### config.mk
export PLATFORM = sky130hd
export DESIGN_NAME = battery_discharge_current_limit_unit_flat
export DESIGN_NICKNAME = d
export VERILOG_FILES = /design/src/hdl/bdcl_pkg.sv /design/src/hdl/bdcl_if.sv /design/src/hdl/battery_discharge_current_limit_unit.sv /design/src/hdl/bdcl_calc.sv /design/src/flat_wrapper.sv
export SDC_FILE = /design/constraint.sdc
export NUM_CORES = 1
export LEC_CHECK = 0
export BUFFER_PORTS_ARGS = -buffer_cell sky130_fd_sc_hd__buf_2
export CORE_ASPECT_RATIO = 1.25
export CORE_UTILIZATION = 25
export CTS_CLUSTER_SIZE = 14
export DETAILED_ROUTE_END_ITERATION = 6
export GPL_ROUTABILITY_DRIVEN = 0
export PLACE_DENSITY = 0.4
export SYNTH_ARGS = -nofsm -noshare
export SYNTH_HDL_FRONTEND = slang
export SYNTH_SLANG_ARGS = --single-unit
### constraint.sdc
create_clock -name clk -period 26.4 [get_ports clk]
set_clock_uncertainty 0.2 [all_clocks]
set_input_delay 3.96 -clock clk [delete_from_list [all_inputs] [get_ports clk]]
set_output_delay 3.96 -clock clk [all_outputs]
set_load 0.01 [all_outputs]
### src/hdl/bdcl_pkg.sv
// ----------------------------------------------------------------------------
// bdcl_pkg
// Shared types, constants and the open-circuit voltage table of the battery
// discharge current limit unit.
// ----------------------------------------------------------------------------
package bdcl_pkg;

  // physical port slots on the channel, and how many of them are evaluated
  localparam int PortSlots = 3;
  localparam int PortCount = 3;

  localparam int SocW     = 7;
  localparam int TempW    = 8;
  localparam int LimitW   = 16;
  localparam int CountW   = 2;

  localparam int OcvEntries = 101;
  localparam int OcvW       = 17;
  localparam int OcvBase    = 53000;
  localparam int DiffW      = 14;

  // 1000/R expressed as k/d: 150 -> 20/3, 90 -> 100/9, 60 -> 50/3
  // division by d is a multiply by a rounded-up reciprocal, exact for our range
  localparam int RecipShift = 24;
  localparam int RecipThird = ((1 << RecipShift) + 2) / 3;
  localparam int RecipNinth = ((1 << RecipShift) + 8) / 9;
  localparam int CoefOne    = 20 * RecipThird;
  localparam int CoefTwo    = 100 * RecipNinth;
  localparam int CoefThree  = 50 * RecipThird;
  localparam int CoefW      = 29;
  localparam int ProdW      = DiffW + CoefW;
  localparam int RawW       = 18;
  localparam int LimCalcW   = RawW + 1;

  localparam int SocMin        = 1;
  localparam int SocMax        = 99;
  localparam int LowSocThresh  = 20;
  localparam int LowSocPenalty = 2000;

  localparam int LimOneMin     = 5000;
  localparam int LimOneMax     = 35000;
  localparam int LimTwoMax     = 45000;
  localparam int LimTwoFloor   = 1000;
  localparam int LimTwoSubst   = 10000;
  localparam int LimThreeMin   = 15000;
  localparam int LimThreeMax   = 50000;
  localparam int CapOverheat   = 20000;
  localparam int TempSet       = 55;
  localparam int TempHold      = 54;

  localparam logic [OcvW-1:0] OcvMv [OcvEntries] = '{
    17'd53000, 17'd53000, 17'd53000, 17'd53000, 17'd53000,
    17'd53000, 17'd55114, 17'd55203, 17'd55291, 17'd55371,
    17'd55440, 17'd55520, 17'd55619, 17'd55763, 17'd55962,
    17'd56146, 17'd56512, 17'd56656, 17'd56774, 17'd56890,
    17'd57003, 17'd57112, 17'd57206, 17'd57301, 17'd57381,
    17'd57445, 17'd57525, 17'd57589, 17'd57658, 17'd57723,
    17'd57778, 17'd57827, 17'd57877, 17'd57915, 17'd57960,
    17'd58005, 17'd58050, 17'd58090, 17'd58139, 17'd58179,
    17'd58224, 17'd58278, 17'd58323, 17'd58373, 17'd58422,
    17'd58472, 17'd58531, 17'd58590, 17'd58650, 17'd58715,
    17'd58784, 17'd58858, 17'd58942, 17'd59037, 17'd59155,
    17'd59299, 17'd59469, 17'd59662, 17'd59845, 17'd60010,
    17'd60142, 17'd60272, 17'd60402, 17'd60530, 17'd60659,
    17'd60794, 17'd60931, 17'd61070, 17'd61210, 17'd61349,
    17'd61493, 17'd61642, 17'd61790, 17'd62093, 17'd62246,
    17'd62405, 17'd62563, 17'd62723, 17'd62882, 17'd63050,
    17'd63213, 17'd63378, 17'd63546, 17'd63715, 17'd63883,
    17'd64067, 17'd64245, 17'd64429, 17'd64608, 17'd64800,
    17'd64984, 17'd65173, 17'd65366, 17'd65565, 17'd65763,
    17'd65971, 17'd66179, 17'd66394, 17'd66621, 17'd66854,
    17'd67117
  };

  typedef struct packed {
    logic [PortSlots-1:0]                        discharging;
    logic [PortSlots-1:0][SocW-1:0]              soc;
    logic [PortSlots-1:0][TempW-1:0]             temp;
  } in_item_t;

  typedef struct packed {
    logic [LimitW-1:0] current_limit;
    logic              overheat_active;
  } res_item_t;

  // voltage above the table floor; soc must already be clamped to the table
  function automatic logic [DiffW-1:0] ocv_diff(input logic [SocW-1:0] soc);
    logic [OcvW-1:0] v;
    v = OcvMv[soc];
    return DiffW'(v - OcvW'(OcvBase));
  endfunction

endpackage

### src/hdl/bdcl_if.sv
// ----------------------------------------------------------------------------
// bdcl_in_if / bdcl_out_if
// Valid/ready channels for the port status reports and the current limit.
// ----------------------------------------------------------------------------
interface bdcl_in_if;
  logic                                 valid;
  logic                                 ready;
  logic                                 discharging_port0;
  logic                                 discharging_port1;
  logic                                 discharging_port2;
  logic        [bdcl_pkg::SocW-1:0]     soc_port0;
  logic        [bdcl_pkg::SocW-1:0]     soc_port1;
  logic        [bdcl_pkg::SocW-1:0]     soc_port2;
  logic signed [bdcl_pkg::TempW-1:0]    temp_port0;
  logic signed [bdcl_pkg::TempW-1:0]    temp_port1;
  logic signed [bdcl_pkg::TempW-1:0]    temp_port2;

  modport source (
    output valid, discharging_port0, discharging_port1, discharging_port2,
           soc_port0, soc_port1, soc_port2, temp_port0, temp_port1, temp_port2,
    input  ready
  );
  modport sink (
    input  valid, discharging_port0, discharging_port1, discharging_port2,
           soc_port0, soc_port1, soc_port2, temp_port0, temp_port1, temp_port2,
    output ready
  );
endinterface

interface bdcl_out_if;
  logic                          valid;
  logic                          ready;
  logic [bdcl_pkg::LimitW-1:0]   current_limit;
  logic                          overheat_active;

  modport source (output valid, current_limit, overheat_active, input ready);
  modport sink   (input  valid, current_limit, overheat_active, output ready);
endinterface

### src/hdl/battery_discharge_current_limit_unit.sv
// ----------------------------------------------------------------------------
// battery_discharge_current_limit_unit
// Derives the allowed bus current from the battery port status reports.
// ----------------------------------------------------------------------------
// path: the input register holds each transaction; the result register takes
//   its result from one pass of table lookup, multiply and clamps
// throughput: one transaction per cycle while the result side keeps taking
// reset: synchronous active-low rst_n empties both stages and clears the
//   over-temperature flag; no clearing pass, ready right after reset
module battery_discharge_current_limit_unit (
  input  logic          clk,
  input  logic          rst_n,
  bdcl_in_if.sink       in_chan,
  bdcl_out_if.source    out_chan
);

  bdcl_pkg::in_item_t  s1_item_r;
  logic                s1_vld_r;
  bdcl_pkg::res_item_t out_item_r;
  logic                out_vld_r;
  logic                out_vld_nxt;
  logic                flag_r;
  bdcl_pkg::res_item_t res;
  logic                advance;
  logic                in_take;

  assign advance = s1_vld_r && (!out_vld_r || out_chan.ready);
  assign in_chan.ready = !s1_vld_r || advance;
  assign in_take = in_chan.valid && in_chan.ready;

  assign out_chan.valid           = out_vld_r;
  assign out_chan.current_limit   = out_item_r.current_limit;
  assign out_chan.overheat_active = out_item_r.overheat_active;

  bdcl_calc u_calc (
    .item   (s1_item_r),
    .flag_r (flag_r),
    .res    (res)
  );

  always_comb begin
    if (advance) begin
      out_vld_nxt = 1'b1;
    end else if (out_chan.ready) begin
      out_vld_nxt = 1'b0;
    end else begin
      out_vld_nxt = out_vld_r;
    end
  end

  always_ff @(posedge clk) begin
    if (!rst_n) begin
      s1_vld_r  <= 1'b0;
      out_vld_r <= 1'b0;
      flag_r    <= 1'b0;
    end else begin
      if (in_take) begin
        s1_vld_r <= 1'b1;
      end else if (advance) begin
        s1_vld_r <= 1'b0;
      end
      out_vld_r <= out_vld_nxt;
      if (advance) begin
        flag_r <= res.overheat_active;
      end
    end
  end

  always_ff @(posedge clk) begin
    if (in_take) begin
      s1_item_r.discharging <= {in_chan.discharging_port2, in_chan.discharging_port1,
                                in_chan.discharging_port0};
      s1_item_r.soc         <= {in_chan.soc_port2, in_chan.soc_port1, in_chan.soc_port0};
      s1_item_r.temp        <= {in_chan.temp_port2, in_chan.temp_port1,
                                in_chan.temp_port0};
    end
    if (advance) begin
      out_item_r <= res;
    end
  end

  // the limit never exceeds the three-port ceiling
  a_limit_range: assert property (@(posedge clk) disable iff (!rst_n)
    out_vld_r |-> out_item_r.current_limit <= bdcl_pkg::LimitW'(bdcl_pkg::LimThreeMax))
    else $error("current limit above ceiling");

  // flag state moves only when a transaction passes into the result register
  a_flag_only_on_advance: assert property (@(posedge clk) disable iff (!rst_n)
    !advance |=> $stable(flag_r))
    else $error("overheat flag changed without a transaction");

  // a full pipeline under a stalled result must not take a new transaction
  a_no_overrun: assert property (@(posedge clk) disable iff (!rst_n)
    (s1_vld_r && out_vld_r && !out_chan.ready) |-> !in_chan.ready)
    else $error("input taken while both stages are blocked");

  // reported flag matches the state left behind by that transaction
  a_flag_matches: assert property (@(posedge clk) disable iff (!rst_n)
    advance |=> out_item_r.overheat_active == flag_r)
    else $error("reported flag differs from stored flag");

endmodule

### src/hdl/bdcl_calc.sv
// ----------------------------------------------------------------------------
// bdcl_calc
// Current limit datapath: port count, charge lookup, scaling, clamps and the
// single-port over-temperature cap.
// ----------------------------------------------------------------------------
module bdcl_calc (
  input  bdcl_pkg::in_item_t  item,
  input  logic                flag_r,
  output bdcl_pkg::res_item_t res
);

  localparam logic signed [bdcl_pkg::LimCalcW-1:0] PenaltyS =
    bdcl_pkg::LimCalcW'(bdcl_pkg::LowSocPenalty);
  localparam logic signed [bdcl_pkg::LimCalcW-1:0] OneMinS =
    bdcl_pkg::LimCalcW'(bdcl_pkg::LimOneMin);
  localparam logic signed [bdcl_pkg::LimCalcW-1:0] OneMaxS =
    bdcl_pkg::LimCalcW'(bdcl_pkg::LimOneMax);
  localparam logic signed [bdcl_pkg::LimCalcW-1:0] TwoMaxS =
    bdcl_pkg::LimCalcW'(bdcl_pkg::LimTwoMax);
  localparam logic signed [bdcl_pkg::LimCalcW-1:0] TwoFloorS =
    bdcl_pkg::LimCalcW'(bdcl_pkg::LimTwoFloor);
  localparam logic signed [bdcl_pkg::LimCalcW-1:0] TwoSubstS =
    bdcl_pkg::LimCalcW'(bdcl_pkg::LimTwoSubst);
  localparam logic signed [bdcl_pkg::LimCalcW-1:0] ThreeMinS =
    bdcl_pkg::LimCalcW'(bdcl_pkg::LimThreeMin);
  localparam logic signed [bdcl_pkg::LimCalcW-1:0] ThreeMaxS =
    bdcl_pkg::LimCalcW'(bdcl_pkg::LimThreeMax);
  localparam logic signed [bdcl_pkg::LimCalcW-1:0] CapS =
    bdcl_pkg::LimCalcW'(bdcl_pkg::CapOverheat);
  localparam logic signed [bdcl_pkg::TempW-1:0] TempSetS =
    bdcl_pkg::TempW'(bdcl_pkg::TempSet);
  localparam logic signed [bdcl_pkg::TempW-1:0] TempHoldS =
    bdcl_pkg::TempW'(bdcl_pkg::TempHold);

  logic        [bdcl_pkg::CountW-1:0]   count;
  logic        [bdcl_pkg::SocW-1:0]     soc_raw;
  logic        [bdcl_pkg::SocW-1:0]     soc_c;
  logic signed [bdcl_pkg::TempW-1:0]    temp;
  logic        [bdcl_pkg::DiffW-1:0]    diff;
  logic        [bdcl_pkg::CoefW-1:0]    coef;
  logic        [bdcl_pkg::ProdW-1:0]    prod;
  logic signed [bdcl_pkg::LimCalcW-1:0] lim;
  logic signed [bdcl_pkg::LimCalcW-1:0] lim_clip;
  logic signed [bdcl_pkg::LimCalcW-1:0] lim_set;
  logic                                 set_cap;
  logic                                 flag_mid;
  logic                                 keep_cap;

  // count discharging ports; charge from the first, temperature from the last
  always_comb begin
    count   = '0;
    soc_raw = '0;
    temp    = '0;
    for (int i = 0; i < bdcl_pkg::PortCount; i++) begin
      if (item.discharging[i]) begin
        if (count == '0) begin
          soc_raw = item.soc[i];
        end
        temp  = $signed(item.temp[i]);
        count = count + bdcl_pkg::CountW'(1);
      end
    end
  end

  always_comb begin
    if (soc_raw < bdcl_pkg::SocW'(bdcl_pkg::SocMin)) begin
      soc_c = bdcl_pkg::SocW'(bdcl_pkg::SocMin);
    end else if (soc_raw > bdcl_pkg::SocW'(bdcl_pkg::SocMax)) begin
      soc_c = bdcl_pkg::SocW'(bdcl_pkg::SocMax);
    end else begin
      soc_c = soc_raw;
    end
  end

  assign diff = bdcl_pkg::ocv_diff(soc_c);

  always_comb begin
    unique case (count)
      2'd3:    coef = bdcl_pkg::CoefW'(bdcl_pkg::CoefThree);
      2'd2:    coef = bdcl_pkg::CoefW'(bdcl_pkg::CoefTwo);
      default: coef = bdcl_pkg::CoefW'(bdcl_pkg::CoefOne);
    endcase
  end

  // 1000*diff/R as one constant multiply and a shift
  assign prod = bdcl_pkg::ProdW'(diff) * bdcl_pkg::ProdW'(coef);

  always_comb begin
    lim = $signed({1'b0, prod[bdcl_pkg::RecipShift +: bdcl_pkg::RawW]});
    if (count != '0 && soc_c <= bdcl_pkg::SocW'(bdcl_pkg::LowSocThresh)) begin
      lim = lim - PenaltyS;
    end
  end

  // single port: clamp, then cap with hysteresis on the last port temperature
  always_comb begin
    lim_clip = lim;
    if (lim_clip >= OneMaxS) begin
      lim_clip = OneMaxS;
    end
    if (lim_clip <= OneMinS) begin
      lim_clip = OneMinS;
    end
    set_cap  = (temp > TempSetS) && (lim_clip > CapS);
    lim_set  = set_cap ? CapS : lim_clip;
    flag_mid = flag_r | set_cap;
    keep_cap = flag_mid && (temp > TempHoldS) && (lim_set >= CapS);
  end

  always_comb begin
    res.overheat_active = flag_r;
    res.current_limit   = '0;
    unique case (count)
      2'd1: begin
        res.overheat_active = keep_cap;
        res.current_limit   = keep_cap ? bdcl_pkg::LimitW'(CapS)
                                       : bdcl_pkg::LimitW'(lim_set);
      end
      2'd2: begin
        if (lim >= TwoMaxS) begin
          res.current_limit = bdcl_pkg::LimitW'(TwoMaxS);
        end else if (lim <= TwoFloorS) begin
          res.current_limit = bdcl_pkg::LimitW'(TwoSubstS);
        end else begin
          res.current_limit = bdcl_pkg::LimitW'(lim);
        end
      end
      2'd3: begin
        if (lim >= ThreeMaxS) begin
          res.current_limit = bdcl_pkg::LimitW'(ThreeMaxS);
        end else if (lim <= ThreeMinS) begin
          res.current_limit = bdcl_pkg::LimitW'(ThreeMinS);
        end else begin
          res.current_limit = bdcl_pkg::LimitW'(lim);
        end
      end
      default: begin
        res.current_limit = '0;
      end
    endcase
  end

endmodule
### src/flat_wrapper.sv
// flat-port wrapper written by rule: the top's interface ports become plain ports
module battery_discharge_current_limit_unit_flat 
  (clk, rst_n, in_chan_valid, in_chan_discharging_port0, in_chan_discharging_port1, in_chan_discharging_port2, in_chan_soc_port0, in_chan_soc_port1, in_chan_soc_port2, in_chan_temp_port0, in_chan_temp_port1, in_chan_temp_port2, in_chan_ready, out_chan_valid, out_chan_current_limit, out_chan_overheat_active, out_chan_ready);
  bdcl_in_if in_chan_i ();
  bdcl_out_if out_chan_i ();
  input  logic clk;
  input  logic rst_n;
  input wire logic [$bits(in_chan_i.valid)-1:0] in_chan_valid;
  input wire logic [$bits(in_chan_i.discharging_port0)-1:0] in_chan_discharging_port0;
  input wire logic [$bits(in_chan_i.discharging_port1)-1:0] in_chan_discharging_port1;
  input wire logic [$bits(in_chan_i.discharging_port2)-1:0] in_chan_discharging_port2;
  input wire logic [$bits(in_chan_i.soc_port0)-1:0] in_chan_soc_port0;
  input wire logic [$bits(in_chan_i.soc_port1)-1:0] in_chan_soc_port1;
  input wire logic [$bits(in_chan_i.soc_port2)-1:0] in_chan_soc_port2;
  input wire logic [$bits(in_chan_i.temp_port0)-1:0] in_chan_temp_port0;
  input wire logic [$bits(in_chan_i.temp_port1)-1:0] in_chan_temp_port1;
  input wire logic [$bits(in_chan_i.temp_port2)-1:0] in_chan_temp_port2;
  output wire logic [$bits(in_chan_i.ready)-1:0] in_chan_ready;
  output wire logic [$bits(out_chan_i.valid)-1:0] out_chan_valid;
  output wire logic [$bits(out_chan_i.current_limit)-1:0] out_chan_current_limit;
  output wire logic [$bits(out_chan_i.overheat_active)-1:0] out_chan_overheat_active;
  input wire logic [$bits(out_chan_i.ready)-1:0] out_chan_ready;
  assign in_chan_i.valid = in_chan_valid;
  assign in_chan_i.discharging_port0 = in_chan_discharging_port0;
  assign in_chan_i.discharging_port1 = in_chan_discharging_port1;
  assign in_chan_i.discharging_port2 = in_chan_discharging_port2;
  assign in_chan_i.soc_port0 = in_chan_soc_port0;
  assign in_chan_i.soc_port1 = in_chan_soc_port1;
  assign in_chan_i.soc_port2 = in_chan_soc_port2;
  assign in_chan_i.temp_port0 = in_chan_temp_port0;
  assign in_chan_i.temp_port1 = in_chan_temp_port1;
  assign in_chan_i.temp_port2 = in_chan_temp_port2;
  assign in_chan_ready = in_chan_i.ready;
  assign out_chan_valid = out_chan_i.valid;
  assign out_chan_current_limit = out_chan_i.current_limit;
  assign out_chan_overheat_active = out_chan_i.overheat_active;
  assign out_chan_i.ready = out_chan_ready;
  battery_discharge_current_limit_unit u_core (.clk(clk), .rst_n(rst_n), .in_chan(in_chan_i), .out_chan(out_chan_i));
endmodule
Word level (Yosys, flattened, before mapping)
Memory sizes are Yosys's and may differ from the RTL's.
Cells that the tools add are included.
{"block": "word_totals", "ff_bits": 68, "mem_bits_ro": 2176, "input_bits": 52, "out_inout_bits": 19, "wordCells": 83, "memories": 1}
{"block": "classes", "addsub": 4, "mul": 1, "n_lt_le_gt_ge": 14, "eq_ne": 3, "mux": 31, "bitwise_logic": 2, "n_reduce_logical": 15}
{"memory": "(name not given)", "words": 128, "word_bits": 17, "rd": 1, "rd_clocked_by_memory_dff": 0, "wr": 0, "line_no": "bdcl_pkg.sv:89", "text": "v = OcvMv[soc];"}
{"operator": "two-way mux 16 bit", "n": 5}
{"operator": "two-way mux 19 bit", "n": 4}
{"operator": "case mux 29 bit (2 select lines)", "n": 1}
{"operator": ">= comparator 19 x 17 -> 1 bit, second input constant", "n": 3}
{"operator": "two-way mux 7 bit", "n": 7}
{"operator": "case mux 16 bit (3 select lines)", "n": 1}
{"operator": "multiplier 14 x 29 -> 42 bit", "n": 1}
{"operator": "two-way mux 14 bit", "n": 2}
{"operator": "two-way mux 8 bit", "n": 3}
{"operator": ">= comparator 19 x 16 -> 1 bit, second input constant", "n": 1}
{"operator": "greater-than comparator 19 x 16 -> 1 bit, second input constant", "n": 1}
{"operator": "less-or-equal comparator 19 x 11 -> 1 bit, second input constant", "n": 1}
{"operator": "less-or-equal comparator 19 x 14 -> 1 bit, second input constant", "n": 1}
{"operator": "less-or-equal comparator 19 x 15 -> 1 bit, second input constant", "n": 1}
{"operator": "subtractor 18 x 11 -> 19 bit, second input constant", "n": 1}
{"operator": "greater-than comparator 8 x 7 -> 1 bit, second input constant", "n": 2}
{"operator": "subtractor 14 x 12 -> 14 bit, second input constant", "n": 1}
{"operator": ">= comparator 8 bit, second input constant", "n": 1}
{"operator": "inverter 7 -> 8 bit", "n": 1}
{"operator": "greater-than comparator 7 bit, second input constant", "n": 1}
{"operator": "less-or-equal comparator 7 x 5 -> 1 bit, second input constant", "n": 1}
{"operator": "< comparator 7 x 1 -> 1 bit, second input constant", "n": 1}
{"operator": "logical AND 1 bit", "n": 6}
{"operator": "two-way mux 1 bit", "n": 6}
{"operator": "9 further kinds", "n": 17}

Depth between registers and ports, before layout
{"block": "logic_depth", "word_depth": 28, "ltp_mapped": 63}

Modules after synthesis
Synthesis repeated with hierarchy kept, for this count alone.
{"block": "hier_totals", "hier_cells": 1830, "area_unflattened_um2": 15838.9}
{"module": "bdcl_calc", "instances": 1, "cells_each": 1752, "area_per_inst_um2": 13753.2, "seq_area_each_um2": 0.0}
{"module": "battery_discharge_current_limit_unit", "instances": 1, "cells_each": 78, "area_per_inst_um2": 2085.8, "seq_area_each_um2": 2011.9}

Worst setup path before layout
OpenSTA, ideal clock, no wires.
{"block": "synth_path", "path_type": "register to register", "from": "register u_core.s1_item_r[46] in the netlist's numbering", "to": "register, netlist name u_core.out_chan.current_limit[6]", "setup_ns": 0.150, "arrival_ns": 13.616, "required_ns": 26.050, "path_slack_ns": 12.434, "stages_incl_launch_ff": 60, "period_less_slack_ns": 13.966, "cell_sequence": "edfxtp_1 > buf_2 > inv_1 > ha_1 > buf_6 > a22oi_1 > a21o_1 > buf_4 > buf_2 > nand3_1 > a21oi_1 > inv_1 > ha_1 > clkbuf_1 > o32a_1 > o32ai_1 > nand2_1 > nand3_1 > [24 not listed] > a21o_1 > a21o_1 > a31oi_1 > o21ai_0 > or3_1 > a21oi_1 > o21ai_0 > and2_1 > ha_1 > nor2_1 > nand4_1 > xor2_1 > nand2_1 > or4_4 > o41ai_4 > a2bb2oi_2 > or4_4 > o211ai_2"}
{"element": "start: declaration", "line_no": "battery_discharge_current_limit_unit.sv:17", "text": "bdcl_pkg::in_item_t s1_item_r;"}

==> impl_metrics.tcl <==
set metrics [dict create \
    outcome "finished clean" \
    cts.clk_slew.worst_paths_ns 0.06 \
    antenna_cells 0 \
    synth_nets 2257 \
    multiInputGateArea_mm2 0.0125 \
    cp_data_arrival_time_ns 17.19 \
    r2r_setup_slack_ns 9.18 \
    critPathMaxStageDelay_ns 0.76 \
    worst-setup-path-type "reg -> reg" \
    regArea_mm2 0.00201 \
    tightest_slew_ns 1.09 \
    max_cap_viol_count 0 \
    clk_path_buf_depth 2 \
    yosysSeqAreaShare 0.124 \
    async_reset_ff_frac 0 \
    grt_first_pass_wirelength_mm 91.5 \
    post_dp_cell_area_mm2 0.0174 \
    setup_ws_ns 9.18 \
    viasPerCell 5.09 \
    insertion_delay_ns 0.34 \
    avgSynthCellArea_um2 8.84 \
    cts-root-buf "clkbuf_16" \
    synth_enable_flop_cells 65 \
    critPathCaptureType "register" \
    ys.flop_type "edfxtp_1" \
    max_freq_ghz 0.0581 \
    ys_types 115 \
    finalMaxSlewViolations 0 \
    yosys.area.top_type "fa_1" \
    die_h_um 287 \
    hold_class "reg -> reg" \
    slowest_stage "a21oi_1" \
    crit_path_start_kind "register" \
    layout_commonest_cell "inv_1" \
    ios 71 \
    track_usage 0.182 \
    netlist_area_mm2 0.0162 \
    grt_start_max_net_pins 49 \
    syn_inst 1837 \
    vias 13800 \
    h-tree-depth 3 \
    area_growth_pct 8.98 \
    drt-initial-drc-count 1108 \
    dpl.cell_count 2701 \
    cts_buffers 9 \
    ys_seq_elements 68 \
    grt.overflow.total 0 \
    synth_area_leaders "fa_1 27%, edfxtp_1 12%, ha_1 12%, inv_1 8.4%, a21oi_1 3.1%" \
    cp.required_ns 26.37 \
    critPathCapture "u_core.out_chan.current_limit[2]$_DFFE_PP_" \
    dieArea_mm2 0.0660 \
    synth_top_area_share 0.269 \
    nNetsFinal 2284 \
    wl_mm 59.4 \
    routedWlPerCell_um 21.9 \
    instances_no_fill 2717 \
    cp-startpoint "u_core.s1_item_r[46]$_DFFE_PP_" \
    fp.coreArea_mm2 0.0643 \
    post-place-ws_ns 9.37 \
    final_cell_area_mm2 0.0177 \
    worstReg2RegEnd "u_core.out_chan.current_limit[2]$_DFFE_PP_" \
    worst-path-buf-inv 11 \
    route.antenna.remaining_nets 0 \
    post_cts_resized 0 \
    rsz0062_at_grt "no" \
    mostFrequentLayoutCells "362 x inv_1, 218 x fa_1, 150 x ha_1, 123 x nand2_1, 110 x nor2_1" \
    fin_crit_sh 0.652 \
    n_fill_cell 6974 \
    fin_crit_ns 17.22 \
    route.detailed.drc 0 \
    num_rows 104 \
    ys_warn_count 0 \
    hpwl_mm 50.6 \
    drt_first_pass_iters 5 \
    die_x_um 230 \
    path_depth 55 \
    cpLargestDelayFamily "adder cells" \
    clkSinkCount 68 \
    fin_setup_tns_ns 0 \
    hold_violations 0 \
    post-cts-setup-buffers 0 \
    cts_hold_buf 0 \
    floorplan.initialDensity 0.252 \
    cpMostUsedCell "inv_1" \
    maxSlewHeadroom 0.264 \
    io_buffers 70 \
    cts_tree "yes" \
    reg2reg_from "u_core.s1_item_r[46]$_DFFE_PP_" \
    drive_gt1_frac 0.0958 \
    antenna_found_initial 0 \
    crit_fanout 41 \
    reg2regPathDepth 55 \
    grt_pass1_vias 14700 \
    setup_viol 0 \
]
## sequential cells by signal, indices dropped and copies added (netlist names)
signal                           count
u_core.s1_item_r                    48
u_core.out_chan.current_limit       16
u_core.flag_r                        1
u_core.out_chan.overheat_active      1
u_core.out_chan.valid                1
u_core.s1_vld_r                      1
## cells in the mapped netlist (8+ instances only)
cell type,number
and3_1,19
edfxtp_1,65
clkbuf_1,40
a211oi_1,22
nand2b_1,14
inv_1,362
xnor2_1,30
a21o_1,38
o311ai_0,8
nand2_1,123
fa_1,218
or2_2,10
o21bai_1,13
or3_1,14
and2_1,16
nor4_1,14
ha_1,150
nor3_1,38
nand3_1,40
o21a_1,17
xor2_1,8
o211ai_1,16
buf_6,9
nand4_1,13
a21oi_1,100
o21ai_0,61
nor2_1,110
buf_2,14
o22ai_1,9
a31oi_1,22
## worst min-delay path by stage
stage	startpoint	endpoint	slack, ns	cells after the start
floorplan	u_core.s1_vld_r$_SDFFE_PN0P_	u_core.out_chan.valid$_SDFFE_PN0P_	0.28	1
global placement	u_core.s1_vld_r$_SDFFE_PN0P_	u_core.out_chan.valid$_SDFFE_PN0P_	0.30	1
detailed placement	u_core.s1_vld_r$_SDFFE_PN0P_	u_core.out_chan.valid$_SDFFE_PN0P_	0.31	1
CTS	u_core.s1_vld_r$_SDFFE_PN0P_	u_core.out_chan.valid$_SDFFE_PN0P_	0.32	1
global route	u_core.s1_vld_r$_SDFFE_PN0P_	u_core.out_chan.valid$_SDFFE_PN0P_	0.34	1
finish	u_core.s1_vld_r$_SDFFE_PN0P_	u_core.out_chan.valid$_SDFFE_PN0P_	0.31	1
## layout make-up
class	count	share of cell area
well taps	848	0.0600
clock buffers	10	0.0129
inverters	362	0.0768
multi-input cells	1333	0.706
flip-flops and latches	68	0.114
clock inverters	6	0.00226
repair buffers	90	0.0283
## cells by family after synthesis
kind of cell / count (synthesis) / synth area share
buf+inv: 436 / 0.108
mux: 11 / 0.00709
xor+xnor: 41 / 0.0246
fa+ha+maj: 368 / 0.385
simple gates: 462 / 0.147
flops: 68 / 0.124
compound gates: 451 / 0.205
## layer usage
layer | part of all wire | global-route usage | wire [um]
met1 | 0.40 | 0.214 | 23500
met2 | 0.52 | 0.337 | 30600
met3 | 0.042 | 0.0143 | 2510
met4 | 0.047 | 0.0765 | 2800
met5 | 0 | 0 | 0
## per-stage QoR
stage | hold slack (ns) | util
final | 0.314 | 0.275
after global routing | 0.341 | 0.275
after CTS | 0.319 | 0.275
after detailed placement | 0.307 | 0.271
after global placement | 0.302 | 0.271
after floorplan | 0.277 | -
Power is not shown: default switching activity piles up to over one toggle a cycle in this logic, so the estimate is an artifact.
